## config.mk

```make
export PLATFORM = sky130hd
export DESIGN_NAME = ldu_ram
export DESIGN_NICKNAME = d
export VERILOG_FILES = /design/src/hw/rtl/ldu_pkg.sv /design/src/hw/rtl/ldu_ram.sv
export SDC_FILE = /design/constraint.sdc
export NUM_CORES = 1
export LEC_CHECK = 0
export BUFFER_PORTS_ARGS = -buffer_cell sky130_fd_sc_hd__buf_2
export CAP_MARGIN = 0
export CORE_MARGIN = 2
export CORE_UTILIZATION = 45
export CTS_CLUSTER_DIAMETER = 80
export DETAILED_ROUTE_END_ITERATION = 10
export HOLD_SLACK_MARGIN = 0.15
export PLACE_DENSITY_LB_ADDON = 0.15
export SYNTH_ARGS = -nofsm -noshare
export SYNTH_HDL_FRONTEND = slang
export SYNTH_SLANG_ARGS = --single-unit
```

## constraint.sdc

```tcl
create_clock -name i_clk -period 3.6 [get_ports i_clk]
set_input_delay 0.18 -clock i_clk [delete_from_list [all_inputs] [get_ports i_clk]]
set_output_delay 0.18 -clock i_clk [all_outputs]
set_load 0.1 [all_outputs]
```

## src/hw/rtl/ldu_pkg.sv

```systemverilog
// Shared constants, types and a helper function of the LDU to CSR pattern builder.
package ldu_pkg;

    localparam int MAX_ROWS_DEF  = 256;
    localparam int MAX_FACES_DEF = 1024;

    localparam int CFG_W    = 9;
    localparam int CMD_W    = 2;
    localparam int CELL_W   = 8;
    localparam int IDX_W    = 12;
    localparam int ORD_W    = 12;
    localparam int ST_W     = 2;
    localparam int S_DATA_W = 32;
    localparam int M_DATA_W = 48;

    typedef enum logic [CMD_W-1:0] {
        CMD_LOAD       = 2'd0,
        CMD_BUILD      = 2'd1,
        CMD_READ_ENTRY = 2'd2,
        CMD_READ_ROW   = 2'd3
    } t_cmd;

    typedef enum logic [ST_W-1:0] {
        ST_OK        = 2'd0,
        ST_OVERFLOW  = 2'd1,
        ST_RANGE     = 2'd2,
        ST_NOT_BUILT = 2'd3
    } t_status;

    typedef enum logic [1:0] {
        RET_FACES,
        RET_SECOND,
        RET_NEXT
    } t_ret;

    typedef enum logic [3:0] {
        S_IDLE,
        S_READ,
        S_CLR,
        S_CNT_RF,
        S_CNT_FD,
        S_CNT_U,
        S_CNT_LR,
        S_CNT_L,
        S_PTR_RD,
        S_PTR_WR,
        S_PL_COL,
        S_PL_RD,
        S_PL_WR,
        S_PL_RF,
        S_PL_FD,
        S_PL_SECOND
    } t_state;

    function automatic int clog2p(input int depth);
        clog2p = (depth > 1) ? $clog2(depth) : 1;
    endfunction

endpackage

```

## src/hw/rtl/ldu_ram.sv

```systemverilog
// Generic single-clock RAM with one write port and one registered read port.
module ldu_ram #(
    parameter int WIDTH = 8,
    parameter int DEPTH = 16,
    parameter int AW    = ldu_pkg::clog2p(DEPTH)
) (
    input  logic             i_clk,
    input  logic             i_we,
    input  logic [AW-1:0]    i_waddr,
    input  logic [WIDTH-1:0] i_wdata,
    input  logic             i_re,
    input  logic [AW-1:0]    i_raddr,
    output logic [WIDTH-1:0] o_rdata
);

    logic [WIDTH-1:0] r_mem [DEPTH];
    logic [WIDTH-1:0] r_rdata;

    always_ff @(posedge i_clk) begin
        if (i_we) begin
            r_mem[i_waddr] <= i_wdata;
        end
        if (i_re) begin
            r_rdata <= r_mem[i_raddr];
        end
    end

    assign o_rdata = r_rdata;

endmodule

```

==> reports/metrics.cfg <==
[power_and_ir_drop]
p_sw_share_pct=21.12
p_int_w=0.002926
p_per_area_nw_per_um2=605.3
power_frac_seq_pct=48.3
p_comb_share_pct=5.8
switching_power_w=0.0007836
clockPowerShare_pct=45.8
ir_drop_v=0.0003763
leakage_nw=2.034

[detailed_routing]
drcViolationCount=0
via_per_inst=5.672
routed_wl_mm=10.06
drt_first_pass_iters=4
ant_nets=0
wl_per_cell_um=23.40
vias=2439
drtIter0Drc=159

[synthesis]
ys_types=18
yosysSeqAreaShare_pct=78.12
synth_fp_nets=248
syn_area_um2=5228
synth_cells=229
yosysWarnings=0
avgSynthCellArea_um2=22.83
ys_ff_latch=136

[timing]
hold_viol=0
drv_slew=0
finClkSkew_ns=0.005461
max_slew.worst_pin.slew_ns=1.001
setup_viol=0
min_period_over_period_pct=49.50
max_freq_ghz=0.5612
slew_headroom_pct=33.00
setup_tns_ns=0
rsz0062_at_grt=false
layout_min_cycle_time_ns=1.782

[clock_network]
tritoncts=built
cts_hold_buf=5
cts_inserted_buffers=17
clk_pin_slew_ns=0.06
ctsLongestPathBuffers=2
ctsResizeCount=0
h-tree-depth=4
postCtsSetupRepairBufs=0
ctsRootBufferMaster=clkbuf_16
clk_latency_ns=0.41
clkSinkCount=136

[critical_path]
critPathKind=in2reg
path_max_fanout=16
crit_arrival_ns=1.94
cp-end-kind=register
crit_required_ns=3.76
start_kind=input pin

[floorplanning]
ios=27
rows=39
die_area_um2=12490
fp.dieW_um=111.8
start_util_pct=45.98
core-area_um2=11370
die_h_um=111.8

[finish]
fin_nets=293
final_cells=430
diodes=0
drive_above_1_share_pct=27.87
syn_to_final_growth_pct=17.23

[placed_design]
dp.cells=393
hpwl_mm=6.131
portBuffers=26
gp_congestion=0.6957

[global_route]
track_usage_pct=17.66
first_global_vias=2525
grt_pass1_wl_mm=15.35
gr-total-overflow=0
antenna_found_initial=0
grt_max_degree=33

[outcome]
status=finished, final reports clean

[flow_run]
cap_violations=0

[hold_path]
hold_class=in2reg

[final timing paths]
kind	start	endpoint	slack, ns	cells after the start
worst max-delay path	i_raddr[0]	o_rdata[2]	1.82	5
worst min-delay path	i_wdata[6]	r_mem[6][6]	0.17	1
worst max register to register	r_mem[9][4]	o_rdata[4]	2.10	3
worst min register to register	r_mem[8][3]	o_rdata[3]	0.76	3
[registers in the layout (all words and copies together) (netlist names)]
signal	count
o_rdata	8
r_mem	128
[layer usage]
layer / GRT usage, % / part of all wire [%] / vias to the layer above / routed length [µm]
met5: 0 / 0 / - / 0
met4: 7.654 / 1.3 / 0 / 133
met3: 5.335 / 5.2 / 12 / 528
met2: 25.66 / 48 / 64 / 4850
met1: 25.06 / 45 / 1285 / 4551
li1: - / - / 1078 / -
[cells in the mapped netlist]
cell / instances / area share (%)
edfxtp_1: 136 / 78
mux4_2: 18 / 7.8
a22oi_1: 16 / 2.3
mux4_1: 14 / 7.0
nor2_1: 13 / 0.93
nand2_1: 9 / 0.65
nor3_1: 4 / 0.38
buf_2: 3 / 0.29
buf_6: 3 / 0.65
clkdlybuf4s25_2: 3 / 0.57
nand2b_1: 2 / 0.24
nand3b_1: 2 / 0.29
and2_1: 1 / 0.12
and2b_1: 1 / 0.14
buf_4: 1 / 0.14
nand3_1: 1 / 0.096
nor2b_1: 1 / 0.12
or3b_2: 1 / 0.17
[kinds of logic after synthesis]
logic type	after synthesis	share of synthesized area (%)
and+or+nand+nor	35	3.136
DFF	136	78.12
AOI/OAI and AO/OA	16	2.298
buffers and inverters	10	1.651
muxes	32	14.79
[power by group through the flow]
| stage | sequential (W) | clock, W | combinational (W) |
|---|---|---|---|
| global placement | 0.00183 | 0 | 0.000212 |
| detailed placement | 0.00183 | 0 | 0.000214 |
| floorplan | 0.00188 | 0 | 0.0000900 |
| global route | 0.00180 | 0.00180 | 0.000230 |
| finish | 0.00179 | 0.00170 | 0.000216 |
| CTS | 0.00179 | 0.00173 | 0.000219 |
[layout make-up]
cell class / count / area [µm²]
clock buffer: 17 / 425.4
timing repair buffer: 36 / 217.7
clock inverter: 15 / 160.2
multi-input combinational: 83 / 1062
sequential: 136 / 4084
tap: 143 / 178.9
fill: 872 / 5241
[critical path, cell delays in order]
cell,delay [ns]
buf_2,0.44
buf_4,0.34
mux4_1,0.57
a22oi_1,0.29
nand2_1,0.10
[stage by stage]
step	hold slack [ns]	power, W	worst slack (ns)	utilization (%)	cell area, µm²
after global routing	0.1686	0.003825	1.711	53.90	6128
after detailed placement	0.5605	0.002041	1.334	48.31	5493
after CTS	0.1533	0.003743	1.782	53.90	6128
after global placement	0.5593	0.002038	1.349	48.31	5493
final	0.1652	0.003710	1.818	53.90	6128
after floorplan	0.2789	0.001970	1.927	-	5228
[layout by cell type, fill, tap and decap left out]
cell type | netlist | routed
mux4_1 | 14 | 14
clkinv_2 | 0 | 4
clkbuf_16 | 0 | 17
a22oi_1 | 16 | 16
buf_2 | 3 | 26
buf_4 | 1 | 5
mux4_2 | 18 | 18
nand3_1 | 1 | 1
dlygate4sd3_1 | 0 | 5
nor3_1 | 4 | 3
nand2b_1 | 2 | 2
clkinv_1 | 0 | 3
and2_1 | 1 | 1
nor3_2 | 0 | 1
nor2b_1 | 1 | 1
nor2_1 | 13 | 13
edfxtp_1 | 136 | 136
clkinv_4 | 0 | 1
or3b_2 | 1 | 1
bufinv_16 | 0 | 3
nand3b_1 | 2 | 2
nand2_1 | 9 | 9
clkinvlp_4 | 0 | 4
and2b_1 | 1 | 1
No activity file was read; power rests on OpenSTA's default activity.
